`src/rtl/z80npp_pkg.sv`:
```
// ----------------------------------------------------------------------------
// z80npp_pkg
// types, decode tables and helpers for the z80 next-pc predictor
// ----------------------------------------------------------------------------
`default_nettype none

package z80npp_pkg;

    localparam int ADDR_W   = 16;
    localparam int BYTE_W   = 8;
    localparam int LEN_W    = 3;
    localparam int S_DATA_W = 88;
    localparam int M_DATA_W = 16;

    typedef enum logic [3:0] {
        ACT_STEP,
        ACT_DJNZ,
        ACT_JR,
        ACT_JRCC,
        ACT_JPNN,
        ACT_JPCC,
        ACT_JPHL,
        ACT_RET,
        ACT_RETCC,
        ACT_RST,
        ACT_ED,
        ACT_IND
    } act_t;

    typedef struct packed {
        logic [BYTE_W-1:0] val;
        logic [BYTE_W-1:0] mask;
        act_t              act;
        logic [LEN_W-1:0]  len;
    } row_t;

    // decoded action for one instruction
    typedef struct packed {
        act_t             act;
        logic [LEN_W-1:0] len;
    } dec_t;

    // input item, last field in the lowest bits
    typedef struct packed {
        logic [ADDR_W-1:0] stack_word;
        logic [ADDR_W-1:0] hl_value;
        logic [BYTE_W-1:0] b_reg;
        logic [BYTE_W-1:0] flags_byte;
        logic [BYTE_W-1:0] third_byte;
        logic [BYTE_W-1:0] second_byte;
        logic [BYTE_W-1:0] opcode_byte;
        logic [ADDR_W-1:0] pc_addr;
    } item_t;

    localparam int MAIN_N = 55;
    localparam int ED_N   = 25;
    localparam int IND_N  = 28;

    localparam row_t MAIN_TAB [MAIN_N] = '{
        '{8'h00, 8'hFF, ACT_STEP, 3'd1}, '{8'h01, 8'hCF, ACT_STEP, 3'd3},
        '{8'h02, 8'hFF, ACT_STEP, 3'd1}, '{8'h03, 8'hCF, ACT_STEP, 3'd1},
        '{8'h04, 8'hC7, ACT_STEP, 3'd1}, '{8'h05, 8'hC7, ACT_STEP, 3'd1},
        '{8'h06, 8'hC7, ACT_STEP, 3'd2}, '{8'h07, 8'hFF, ACT_STEP, 3'd1},
        '{8'h08, 8'hFF, ACT_STEP, 3'd1}, '{8'h09, 8'hCF, ACT_STEP, 3'd1},
        '{8'h0A, 8'hFF, ACT_STEP, 3'd1}, '{8'h0B, 8'hCF, ACT_STEP, 3'd1},
        '{8'h0F, 8'hFF, ACT_STEP, 3'd1}, '{8'h10, 8'hFF, ACT_DJNZ, 3'd2},
        '{8'h12, 8'hFF, ACT_STEP, 3'd1}, '{8'h17, 8'hFF, ACT_STEP, 3'd1},
        '{8'h18, 8'hFF, ACT_JR,   3'd2}, '{8'h1A, 8'hFF, ACT_STEP, 3'd1},
        '{8'h1F, 8'hFF, ACT_STEP, 3'd1}, '{8'h20, 8'hE7, ACT_JRCC, 3'd2},
        '{8'h22, 8'hFF, ACT_STEP, 3'd3}, '{8'h27, 8'hFF, ACT_STEP, 3'd1},
        '{8'h2A, 8'hFF, ACT_STEP, 3'd3}, '{8'h2F, 8'hFF, ACT_STEP, 3'd1},
        '{8'h32, 8'hFF, ACT_STEP, 3'd3}, '{8'h37, 8'hFF, ACT_STEP, 3'd1},
        '{8'h3A, 8'hFF, ACT_STEP, 3'd3}, '{8'h3F, 8'hFF, ACT_STEP, 3'd1},
        '{8'h76, 8'hFF, ACT_STEP, 3'd1}, '{8'h40, 8'hC0, ACT_STEP, 3'd1},
        '{8'h80, 8'hC0, ACT_STEP, 3'd1}, '{8'hC0, 8'hC7, ACT_RETCC, 3'd1},
        '{8'hC1, 8'hCF, ACT_STEP, 3'd1}, '{8'hC2, 8'hC7, ACT_JPCC, 3'd3},
        '{8'hC3, 8'hFF, ACT_JPNN, 3'd3}, '{8'hC4, 8'hC7, ACT_JPCC, 3'd3},
        '{8'hC5, 8'hCF, ACT_STEP, 3'd1}, '{8'hC6, 8'hC7, ACT_STEP, 3'd2},
        '{8'hC7, 8'hC7, ACT_RST,  3'd1}, '{8'hC9, 8'hFF, ACT_RET,  3'd1},
        '{8'hCB, 8'hFF, ACT_STEP, 3'd2}, '{8'hCD, 8'hFF, ACT_JPNN, 3'd3},
        '{8'hD3, 8'hFF, ACT_STEP, 3'd2}, '{8'hD9, 8'hFF, ACT_STEP, 3'd1},
        '{8'hDB, 8'hFF, ACT_STEP, 3'd2}, '{8'hDD, 8'hFF, ACT_IND,  3'd0},
        '{8'hE3, 8'hFF, ACT_STEP, 3'd1}, '{8'hE9, 8'hFF, ACT_JPHL, 3'd1},
        '{8'hEB, 8'hFF, ACT_STEP, 3'd1}, '{8'hED, 8'hFF, ACT_ED,   3'd0},
        '{8'hF3, 8'hFF, ACT_STEP, 3'd1}, '{8'hF9, 8'hFF, ACT_STEP, 3'd1},
        '{8'hFB, 8'hFF, ACT_STEP, 3'd1}, '{8'hFD, 8'hFF, ACT_IND,  3'd0},
        '{8'h00, 8'h00, ACT_STEP, 3'd1}
    };

    // lengths include the ed prefix
    localparam row_t ED_TAB [ED_N] = '{
        '{8'h70, 8'hFF, ACT_STEP, 3'd2}, '{8'h40, 8'hC7, ACT_STEP, 3'd2},
        '{8'h71, 8'hFF, ACT_STEP, 3'd2}, '{8'h41, 8'hC7, ACT_STEP, 3'd2},
        '{8'h42, 8'hCF, ACT_STEP, 3'd2}, '{8'h43, 8'hCF, ACT_STEP, 3'd4},
        '{8'h44, 8'hFF, ACT_STEP, 3'd2}, '{8'h45, 8'hFF, ACT_RET,  3'd2},
        '{8'h46, 8'hFF, ACT_STEP, 3'd2}, '{8'h47, 8'hFF, ACT_STEP, 3'd2},
        '{8'h4A, 8'hCF, ACT_STEP, 3'd2}, '{8'h4B, 8'hCF, ACT_STEP, 3'd4},
        '{8'h4D, 8'hFF, ACT_RET,  3'd2}, '{8'h4F, 8'hFF, ACT_STEP, 3'd2},
        '{8'h56, 8'hFF, ACT_STEP, 3'd2}, '{8'h57, 8'hFF, ACT_STEP, 3'd2},
        '{8'h5E, 8'hFF, ACT_STEP, 3'd2}, '{8'h5F, 8'hFF, ACT_STEP, 3'd2},
        '{8'h67, 8'hFF, ACT_STEP, 3'd2}, '{8'h6F, 8'hFF, ACT_STEP, 3'd2},
        '{8'hA0, 8'hE4, ACT_STEP, 3'd2}, '{8'hC3, 8'hFF, ACT_STEP, 3'd2},
        '{8'hC5, 8'hE7, ACT_STEP, 3'd2}, '{8'hF3, 8'hFF, ACT_STEP, 3'd2},
        '{8'h00, 8'h00, ACT_STEP, 3'd2}
    };

    // lengths exclude the dd/fd prefix
    localparam row_t IND_TAB [IND_N] = '{
        '{8'h24, 8'hF7, ACT_STEP, 3'd1}, '{8'h25, 8'hF7, ACT_STEP, 3'd1},
        '{8'h26, 8'hF7, ACT_STEP, 3'd2}, '{8'h21, 8'hFF, ACT_STEP, 3'd3},
        '{8'h22, 8'hFF, ACT_STEP, 3'd3}, '{8'h2A, 8'hFF, ACT_STEP, 3'd3},
        '{8'h23, 8'hFF, ACT_STEP, 3'd1}, '{8'h2B, 8'hFF, ACT_STEP, 3'd1},
        '{8'h29, 8'hFF, ACT_STEP, 3'd1}, '{8'h09, 8'hCF, ACT_STEP, 3'd1},
        '{8'h34, 8'hFF, ACT_STEP, 3'd2}, '{8'h35, 8'hFF, ACT_STEP, 3'd2},
        '{8'h36, 8'hFF, ACT_STEP, 3'd3}, '{8'h76, 8'hFF, ACT_STEP, 3'd1},
        '{8'h46, 8'hC7, ACT_STEP, 3'd2}, '{8'h70, 8'hF8, ACT_STEP, 3'd2},
        '{8'h64, 8'hF6, ACT_STEP, 3'd1}, '{8'h60, 8'hF0, ACT_STEP, 3'd1},
        '{8'h44, 8'hC6, ACT_STEP, 3'd1}, '{8'h86, 8'hC7, ACT_STEP, 3'd2},
        '{8'h84, 8'hC6, ACT_STEP, 3'd1}, '{8'hE1, 8'hFF, ACT_STEP, 3'd1},
        '{8'hE5, 8'hFF, ACT_STEP, 3'd1}, '{8'hCB, 8'hFF, ACT_STEP, 3'd3},
        '{8'hE3, 8'hFF, ACT_STEP, 3'd1}, '{8'hE9, 8'hFF, ACT_STEP, 3'd1},
        '{8'hF9, 8'hFF, ACT_STEP, 3'd1}, '{8'h00, 8'h00, ACT_STEP, 3'd1}
    };

    // first matching row wins, last row catches everything
    function automatic row_t find_main(input logic [BYTE_W-1:0] b);
        row_t r;
        r = MAIN_TAB[MAIN_N-1];
        for (int i = MAIN_N - 1; i >= 0; i--)
        begin
            if ((b & MAIN_TAB[i].mask) == MAIN_TAB[i].val)
            begin
                r = MAIN_TAB[i];
            end
        end
        return r;
    endfunction

    function automatic row_t find_ed(input logic [BYTE_W-1:0] b);
        row_t r;
        r = ED_TAB[ED_N-1];
        for (int i = ED_N - 1; i >= 0; i--)
        begin
            if ((b & ED_TAB[i].mask) == ED_TAB[i].val)
            begin
                r = ED_TAB[i];
            end
        end
        return r;
    endfunction

    function automatic row_t find_ind(input logic [BYTE_W-1:0] b);
        row_t r;
        r = IND_TAB[IND_N-1];
        for (int i = IND_N - 1; i >= 0; i--)
        begin
            if ((b & IND_TAB[i].mask) == IND_TAB[i].val)
            begin
                r = IND_TAB[i];
            end
        end
        return r;
    endfunction

    // condition codes nz z nc c po pe p m
    function automatic logic cond_holds(input logic [2:0] cc,
                                        input logic [BYTE_W-1:0] f);
        logic flag;
        unique case (cc[2:1])
            2'd0:    flag = f[6];
            2'd1:    flag = f[0];
            2'd2:    flag = f[2];
            default: flag = f[7];
        endcase
        return flag == cc[0];
    endfunction

endpackage

`default_nettype wire

```
`src/rtl/z80_next_pc_predictor.sv`:
```
// ----------------------------------------------------------------------------
// z80_next_pc_predictor
// predicts the address of the next z80 instruction from pc, bytes and regs
// ----------------------------------------------------------------------------
// usage
//   s_* carries one query per transfer: pc, three instruction bytes, f, b,
//   hl and the word at the top of the stack, packed into s_tdata.
//   m_* returns one next_pc per query, in query order.
//   a query passes through one input register, then decode and target
//   add into the output register, which drives m_tvalid and m_tdata.
//   throughput is one query per cycle unless m_tready stalls; s_tready is
//   high while the input register is empty or the output one advances, so
//   an empty input register takes a query while a result waits for m_tready.
//   when m_tready is low both registers hold and s_tready drops once the
//   input register is also full; nothing is lost or repeated.
//   reset empties both stages; the block keeps no other state.
// ----------------------------------------------------------------------------
`default_nettype none

module z80_next_pc_predictor
(
    input  wire logic                              clk,
    input  wire logic                              rst_n,
    input  wire logic                              s_tvalid,
    output logic                                   s_tready,
    // pc_addr, opcode_byte, second_byte, third_byte, flags_byte, b_reg,
    // hl_value, stack_word
    input  wire logic [z80npp_pkg::S_DATA_W-1:0]   s_tdata,
    output logic                                   m_tvalid,
    input  wire logic                              m_tready,
    // next_pc
    output logic [z80npp_pkg::M_DATA_W-1:0]        m_tdata
);
    import z80npp_pkg::*;

    logic              in_valid_reg;
    item_t             in_item_reg;
    logic              out_valid_reg;
    logic [ADDR_W-1:0] out_pc_reg;
    logic              out_adv;
    logic              in_adv;
    dec_t              dec;
    logic [ADDR_W-1:0] next_pc;

    assign out_adv  = !out_valid_reg || m_tready;
    assign s_tready = !in_valid_reg || out_adv;
    assign in_adv   = s_tvalid && s_tready;

    z80npp_decode u_decode
    (
        .opcode_byte (in_item_reg.opcode_byte),
        .second_byte (in_item_reg.second_byte),
        .dec         (dec)
    );

    z80npp_target u_target
    (
        .item    (in_item_reg),
        .dec     (dec),
        .next_pc (next_pc)
    );

    always_ff @(posedge clk or negedge rst_n)
    begin
        if (!rst_n)
        begin
            in_valid_reg  <= 1'b0;
            out_valid_reg <= 1'b0;
        end
        else
        begin
            if (s_tready)
            begin
                in_valid_reg <= s_tvalid;
            end
            if (out_adv)
            begin
                out_valid_reg <= in_valid_reg;
            end
        end
    end

    always_ff @(posedge clk)
    begin
        if (in_adv)
        begin
            in_item_reg <= item_t'(s_tdata);
        end
        if (out_adv && in_valid_reg)
        begin
            out_pc_reg <= next_pc;
        end
    end

    assign m_tvalid = out_valid_reg;
    assign m_tdata  = out_pc_reg;

endmodule

`default_nettype wire

```
`src/rtl/z80npp_decode.sv`:
```
// ----------------------------------------------------------------------------
// z80npp_decode
// priority table match of the opcode, with ed and dd/fd second-byte tables
// ----------------------------------------------------------------------------
`default_nettype none

module z80npp_decode
(
    input  wire logic [z80npp_pkg::BYTE_W-1:0] opcode_byte,
    input  wire logic [z80npp_pkg::BYTE_W-1:0] second_byte,
    output z80npp_pkg::dec_t                   dec
);
    import z80npp_pkg::*;

    row_t main_row;
    row_t ed_row;
    row_t ind_row;

    assign main_row = find_main(opcode_byte);
    assign ed_row   = find_ed(second_byte);
    assign ind_row  = find_ind(second_byte);

    always_comb
    begin
        dec.act = main_row.act;
        dec.len = main_row.len;
        if (main_row.act == ACT_ED)
        begin
            dec.act = (ed_row.act == ACT_RET) ? ACT_RET : ACT_STEP;
            dec.len = ed_row.len;
        end
        else if (main_row.act == ACT_IND)
        begin
            dec.act = ACT_STEP;
            dec.len = ind_row.len + LEN_W'(1);
        end
    end

endmodule

`default_nettype wire

```
`src/rtl/z80npp_target.sv`:
```
// ----------------------------------------------------------------------------
// z80npp_target
// resolves the next address from the decoded action and the register values
// ----------------------------------------------------------------------------
`default_nettype none

module z80npp_target
(
    input  wire z80npp_pkg::item_t             item,
    input  wire z80npp_pkg::dec_t              dec,
    output logic [z80npp_pkg::ADDR_W-1:0]      next_pc
);
    import z80npp_pkg::*;

    logic [ADDR_W-1:0] seq_pc;
    logic [ADDR_W-1:0] pc_plus2;
    logic [ADDR_W-1:0] rel_pc;
    logic [ADDR_W-1:0] nn;
    logic [ADDR_W-1:0] rst_pc;
    logic              cc_full;
    logic              cc_jr;

    assign seq_pc   = item.pc_addr + {{(ADDR_W-LEN_W){1'b0}}, dec.len};
    assign pc_plus2 = item.pc_addr + ADDR_W'(2);
    assign rel_pc   = pc_plus2 + {{(ADDR_W-BYTE_W){item.second_byte[BYTE_W-1]}},
                                  item.second_byte};
    assign nn       = {item.third_byte, item.second_byte};
    assign rst_pc   = {{(ADDR_W-6){1'b0}}, item.opcode_byte[5:3], 3'b000};
    assign cc_full  = cond_holds(item.opcode_byte[5:3], item.flags_byte);
    assign cc_jr    = cond_holds({1'b0, item.opcode_byte[4:3]}, item.flags_byte);

    always_comb
    begin
        unique case (dec.act)
            ACT_DJNZ:  next_pc = (item.b_reg == BYTE_W'(1)) ? pc_plus2 : rel_pc;
            ACT_JR:    next_pc = rel_pc;
            ACT_JRCC:  next_pc = cc_jr ? rel_pc : pc_plus2;
            ACT_JPNN:  next_pc = nn;
            ACT_JPCC:  next_pc = cc_full ? nn : seq_pc;
            ACT_JPHL:  next_pc = item.hl_value;
            ACT_RET:   next_pc = item.stack_word;
            ACT_RETCC: next_pc = cc_full ? item.stack_word : seq_pc;
            ACT_RST:   next_pc = rst_pc;
            default:   next_pc = seq_pc;
        endcase
    end

endmodule

`default_nettype wire

```
`config.mk`:
```
export PLATFORM = sky130hd
export DESIGN_NAME = z80_next_pc_predictor
export DESIGN_NICKNAME = d
export VERILOG_FILES = /design/src/rtl/z80npp_pkg.sv /design/src/rtl/z80_next_pc_predictor.sv /design/src/rtl/z80npp_decode.sv /design/src/rtl/z80npp_target.sv
export SDC_FILE = /design/constraint.sdc
export NUM_CORES = 1
export LEC_CHECK = 0
export BUFFER_PORTS_ARGS = -buffer_cell sky130_fd_sc_hd__buf_2
export CORE_ASPECT_RATIO = 0.75
export CORE_UTILIZATION = 40
export CTS_CLUSTER_SIZE = 8
export DETAILED_ROUTE_END_ITERATION = 12
export PLACE_DENSITY_LB_ADDON = 0.3
export SETUP_SLACK_MARGIN = 0.2
export SLEW_MARGIN = 20
export SYNTH_ARGS = -nofsm -noshare
export SYNTH_HDL_FRONTEND = slang
export SYNTH_SLANG_ARGS = --single-unit
```
`constraint.sdc`:
```
create_clock -name clk -period 7.45 [get_ports clk]
set_clock_uncertainty 0.1 [all_clocks]
set_input_delay 1.1175 -clock clk [delete_from_list [all_inputs] [get_ports clk]]
set_output_delay 1.1175 -clock clk [all_outputs]
set_load 0.01 [all_outputs]
```
* After elaboration in Yosys (flattened, before gate mapping) *
Cells that the tools add are included.

cells by class
  $add $sub $neg = 4
  muxes and demuxes = 113
  reduce and logical (&&, ||, !) cells = 8
  equal/unequal tests = 119
  bitwise logic cells = 1

operators by type and width
  cell                                                             number
  7-bit 2-to-1 mux                                                 79
  8-bit == test, second input constant                             22
  16-bit one-hot mux with 9 select lines                           1
  8-bit by 6-bit == test with 1-bit output, second input constant  17
  8-bit by 7-bit == test with 1-bit output, second input constant  16
  3-bit 2-to-1 mux                                                 27
  16-bit 2-to-1 mux                                                4
  8-bit by 5-bit == test with 1-bit output, second input constant  6
  5-bit == test, second input constant                             6
  6-bit by 5-bit == test with 1-bit output, second input constant  5
  4-bit by 3-bit == test with 1-bit output, second input constant  7
  4-bit == test, second input constant                             6
  6-bit by 4-bit == test with 1-bit output, second input constant  4
  8-bit by 4-bit == test with 1-bit output, second input constant  3
  7-bit by 5-bit == test with 1-bit output, second input constant  3
  5-bit by 4-bit == test with 1-bit output, second input constant  4
  6-bit == test, second input constant                             3
  16-bit adder                                                     1
  16-bit by 2-bit adder with 16-bit output, second input constant  1
  16-bit by 3-bit adder with 16-bit output                         1
  5-bit by 3-bit == test with 1-bit output, second input constant  3
  4-bit by 2-bit == test with 1-bit output, second input constant  2
  8-bit by 1-bit == test with 1-bit output, second input constant  1
  8-bit by 2-bit == test with 1-bit output, second input constant  1
  16 further kinds                                                 22

storage, ports and cells
  word-level logic and storage cells = 256
  input bits = 92
  bits in registers = 106
  output and inout bits = 18

* Logic depth before layout (Yosys ltp) *
  word-level depth = 61
  depth in mapped cells = 23
  mapped depth without buffers = 22

* Modules after synthesis *
A second synthesis with hierarchy kept.

second synthesis, totals
  cell total of the unflattened synthesis = 569
  area, all modules = 6289.8 µm²

by module, submodules not included
  module                 area each (µm²)  instances  seq. area each (µm²)  cells each
  z80_next_pc_predictor  3226.8           1          3173.0                112
  z80npp_target          2463.6           1          0.0                   360
  z80npp_decode          599.3            1          0.0                   97

* Worst setup path before layout *
Ideal clock, no wire load.

  path kind = register -> register
  start = register in_item_reg[31] (netlist name)
  end = register out_pc_reg[15] (netlist: m_tdata[15]), data pin
  period minus slack after synthesis = 4.484 ns
  cell stages (with the launch flop) = 21
  buffers on the path = 2
  data arrival time = 4.123 ns
  required time = 7.089 ns
  slack = 2.966 ns
  setup time = 0.261 ns
  cell sequence = edfxtp_1 > clkbuf_1 > clkbuf_1 > o21bai_1 > a21oi_1 > a21oi_1 > a21oi_1 > o32a_1 > ha_1 > nand2_1 > a21oi_1 > or3_1 > ha_1 > a21o_1 > a21oi_1 > nor3b_1 > xor2_1 > a222oi_1 > nand3_2 > a221o_1 > o32a_1

on the way
  longest elaborated chain between the ends = 32
  elaborated cells on any way between the ends = 115
  those cells by class = add/sub (3); eq/ne (57); mux (55)

ends and longest elaborated chain
  element                                      line                                      RTL
  from (decl)                                  z80_next_pc_predictor.sv:37               item_t in_item_reg;
  from (signal assigned)                       z80_next_pc_predictor.sv:87               in_item_reg <= item_t'(s_tdata);
  8-bit == test                                z80npp_pkg.sv:157                         if ((b & IND_TAB[i].mask) == IND_TAB[i].val)
  3-bit 2-to-1 mux (25 in series)              z80npp_pkg.sv:157
  3-bit by 1-bit adder with 3-bit output       z80npp_decode.sv:35                       dec.len = ind_row.len + LEN_W'(1);
  7-bit 2-to-1 mux                             z80npp_decode.sv:32                       else if (main_row.act == ACT_IND)
  7-bit 2-to-1 mux                             z80npp_decode.sv:27                       if (main_row.act == ACT_ED)
  16-bit by 3-bit adder with 16-bit output     z80npp_target.sv:23                       assign seq_pc = item.pc_addr + {{(ADDR_W-LEN_W){1'b0}}, dec.len};
  16-bit 2-to-1 mux, on equally long branches  z80npp_target.sv:42, z80npp_target.sv:39
  16-bit one-hot mux with 9 select lines *     z80npp_target.sv:34                       unique case (dec.act)
  named net next_pc[15]                        z80_next_pc_predictor.sv:43               logic [ADDR_W-1:0] next_pc;
  to (signal assigned)                         z80_next_pc_predictor.sv:91               out_pc_reg <= next_pc;
  to (decl)                                    z80_next_pc_predictor.sv:39               logic [ADDR_W-1:0] out_pc_reg;

Mark *: on every way through the listed nets, which the timed path passes. The rest lies on a longest branch.
A chain may end at the register's enable or synchronous reset.

* Final worst setup path *
  start = register in_item_reg[24] (netlist name)
  end = register out_pc_reg[15] (netlist: m_tdata[15]), data pin

The elaborated chain is that of the path after synthesis.

==> out/qor.txt <==
crit path max fanout: 8
Vias/cell: 5.77
layout cell share with drive strength beyond 1: 0.221
Worst Setup SP: in_item_reg[24]$_DFFE_PP_
CP endpoint kind: flop
Pwr per Cell Area: 201 mW/mm^2
Seq cells post-synth: 102
hold_ws: 0.399 ns
VDD IR max: 102 uV
gr ovfl total: 0
reg-to-reg startpoint: in_item_reg[24]$_DFFE_PP_
Die Width: 146 um
DR WL/cell: 19.6 um
fin crit period: 5.00 ns
core area: 0.0152 mm^2
Post-CTS Hold Buffers: 0
latest clock arrival within the worst-skew pair: 0.36 ns
GRT Util Overall: 0.218
Die ar.: 0.0161 mm^2
Routed WL: 17.0 mm
max reg flops: 84
detailed placement HPWL: 12.2 mm
n_diodes: 0
# IOs: 110
Crit Path Class: reg2reg
Post-Syn Nets: 678
max cap viols: 0
Row Count: 39
Vias: 4992
H-tree levels: 3
synth-to-layout area growth: 15.6%
cts repair resizes: 0
Clock Sinks: 102
port buffer count: 105
first-pass GRT wire length: 26.1 mm
Synth async-reset ratio: 0.0196
largest net degree at the start of global routing: 85
EDFF count, synth: 100
CTS tree: done
YS warnings: 0
Fill cells: 1423
leading cell types in the layout, fill and taps excluded: buf_2 (105), edfxtp_1 (100), nand2_1 (45), nor2_1 (34), o21ai_0 (28)
RSZ-0062 raised after global routing: no
DRC Markers: 0
Final Hold Viols: 0
Synth Flop Type: edfxtp_1
crit share post-route: 0.671
commonest non-fill, non-tap cell in the layout: buf_2
Routed Antenna Nets: 0
Hold Path Class: reg2reg
Die Y: 110 um
Max Freq: 200 MHz
final slew viol count: 0
hold wc startpoint: in_valid_reg$_DFFE_PN0N_
Critical Path RT: 7.45 ns
setup TNS: 0 ns
number of global-route vias before repair: 4626
Final setup viols: 0
Seq/Total Area, Yosys: 0.490
Yosys cell types: 80
CTS clk-pin slew, worst paths: 0.07 ns
Initial Utilization: 0.410
Post-CTS Setup Inserts: 0
deepest clock path buffer count: 2
Root Driver: clkbuf_16
status: finished clean
syn_area_per_cell: 11.1 um^2
synthesized area: 0.00623 mm^2
net count of the finished layout: 770
pre-CTS WS: 2.53 ns
initial antenna violation count: 0
Final Worst Setup Slack: 2.45 ns
Arr. time, crit path: 5.01 ns
routability-driven placement congestion ratio: 0.877
LEAKAGE: 0.00271 uW
Worst Setup Start Kind: flop
worst slew pin tran: 0.886 ns
DRT Pass-1 Iters: 5
cts bufs inserted: 9
Worst slew margin: 0.409
Synth Instances: 564
initial DRC count: 540
[report_power, final]
| group | total, uW | internal (uW) | switching (uW) |
|---|---|---|---|
| sequential | 719 | 683 | 36.7 |
| combinational | 278 | 116 | 162 |
| clock | 450 | 231 | 219 |
| total | 1450 | 1030 | 418 |
[area by class of cell]
class | instances | area, um^2 | share of cell area
Clock buffer | 9 | 225 | 0.0313
Tap cell | 205 | 256 | 0.0356
Multi-Input combinational cell | 414 | 2980 | 0.414
Clock inverter | 6 | 55.1 | 0.00764
Timing Repair Buffer | 107 | 553 | 0.0767
Sequential cell | 102 | 3050 | 0.424
Inverter | 22 | 82.6 | 0.0115
[kinds of logic after synthesis]
family / Yosys count / share of synthesized area
DFF: 102 / 0.490
and+or+nand+nor: 182 / 0.157
adders and majority gates: 22 / 0.0466
xor gates and xnor gates: 42 / 0.0626
buffers and inverters: 48 / 0.0327
AOI/OAI and AO/OA: 151 / 0.180
muxes: 17 / 0.0315
[per-layer routing]
layer | vias up | GRT usage | wire [um]
met5 | - | 0 | 0
met4 | 0 | 0.0565 | 194
met3 | 16 | 0.0531 | 1290
met2 | 227 | 0.301 | 6690
met1 | 2384 | 0.334 | 8780
li1 | 2365 | - | -
[worst max-delay path, stage by stage (launching register included)]
cell and delay [ns]:
edfxtp_1 0.53, nor3b_1 0.20, a21oi_1 0.12, nor3_1 0.05, o21ai_0 0.17, a21oi_1 0.08
a21oi_1 0.13, a21oi_1 0.05, o32a_1 0.20, ha_1 0.30, nand2_1 0.06, a21oi_1 0.07
or3_1 0.37, ha_1 0.29, a21o_1 0.16, a21oi_1 0.40, nor3b_1 0.13, xor2_1 0.23
a222oi_1 0.40, nand3_2 0.12, a221o_1 0.29, o32a_1 0.30
[worst paths after layout]
path                                            end  slack, ns  cells past startpoint
min in group asynchronous  in_valid_reg$_DFFE_PN0N_       0.44                      1
setup reg to reg              m_tdata[15]$_DFFE_PP_       2.45                     21
setup / recovery              m_tdata[15]$_DFFE_PP_       2.45                     21
hold reg to reg                m_tvalid$_DFFE_PN0P_       0.40                      1
max in group asynchronous      m_tvalid$_DFFE_PN0P_       6.72                      1
hold / removal                 m_tvalid$_DFFE_PN0P_       0.40                      1
[synth_stat cells (4+ instances only)]
| cell type | number | area (um^2) |
|---|---|---|
| mux2i_1 | 14 | 140 |
| a21oi_1 | 25 | 125 |
| nand2b_1 | 8 | 50.1 |
| nor4_1 | 6 | 37.5 |
| o21bai_1 | 4 | 30.0 |
| nor2_1 | 34 | 128 |
| xor2_1 | 16 | 140 |
| xnor2_1 | 24 | 210 |
| o22ai_1 | 4 | 25.0 |
| nand4_1 | 6 | 37.5 |
| a221o_1 | 6 | 60.1 |
| nor3b_1 | 5 | 37.5 |
| clkbuf_1 | 18 | 67.6 |
| nor2b_1 | 8 | 50.1 |
| nand2_1 | 45 | 169 |
| buf_2 | 4 | 20.0 |
| o21ai_0 | 28 | 140 |
| ha_1 | 20 | 250 |
| a222oi_1 | 9 | 90.1 |
| a21o_1 | 8 | 60.1 |
| o221ai_1 | 4 | 35.0 |
| a31oi_1 | 8 | 50.1 |
| and3_1 | 6 | 37.5 |
| and2_1 | 4 | 25.0 |
| nor3_1 | 13 | 65.1 |
| edfxtp_1 | 100 | 3000 |
| nand3_1 | 19 | 95.1 |
| a221oi_2 | 4 | 60.1 |
| a221oi_1 | 7 | 61.3 |
| inv_1 | 22 | 82.6 |
| a22oi_1 | 6 | 45.0 |
[through the flow]
| stage | area [um^2] | total power [uW] | util | cells |
|---|---|---|---|---|
| final | 7210 | 1450 | 0.473 | 865 |
| after CTS | 7190 | 1450 | 0.472 | 864 |
| after global placement | 6910 | 997 | 0.454 | 849 |
| after global routing | 7210 | 1510 | 0.473 | 865 |
| after detailed placement | 6910 | 1000 | 0.454 | 849 |
| after floorplan | 6230 | 911 | - | 564 |
Power figures use the tool's default switching activity.
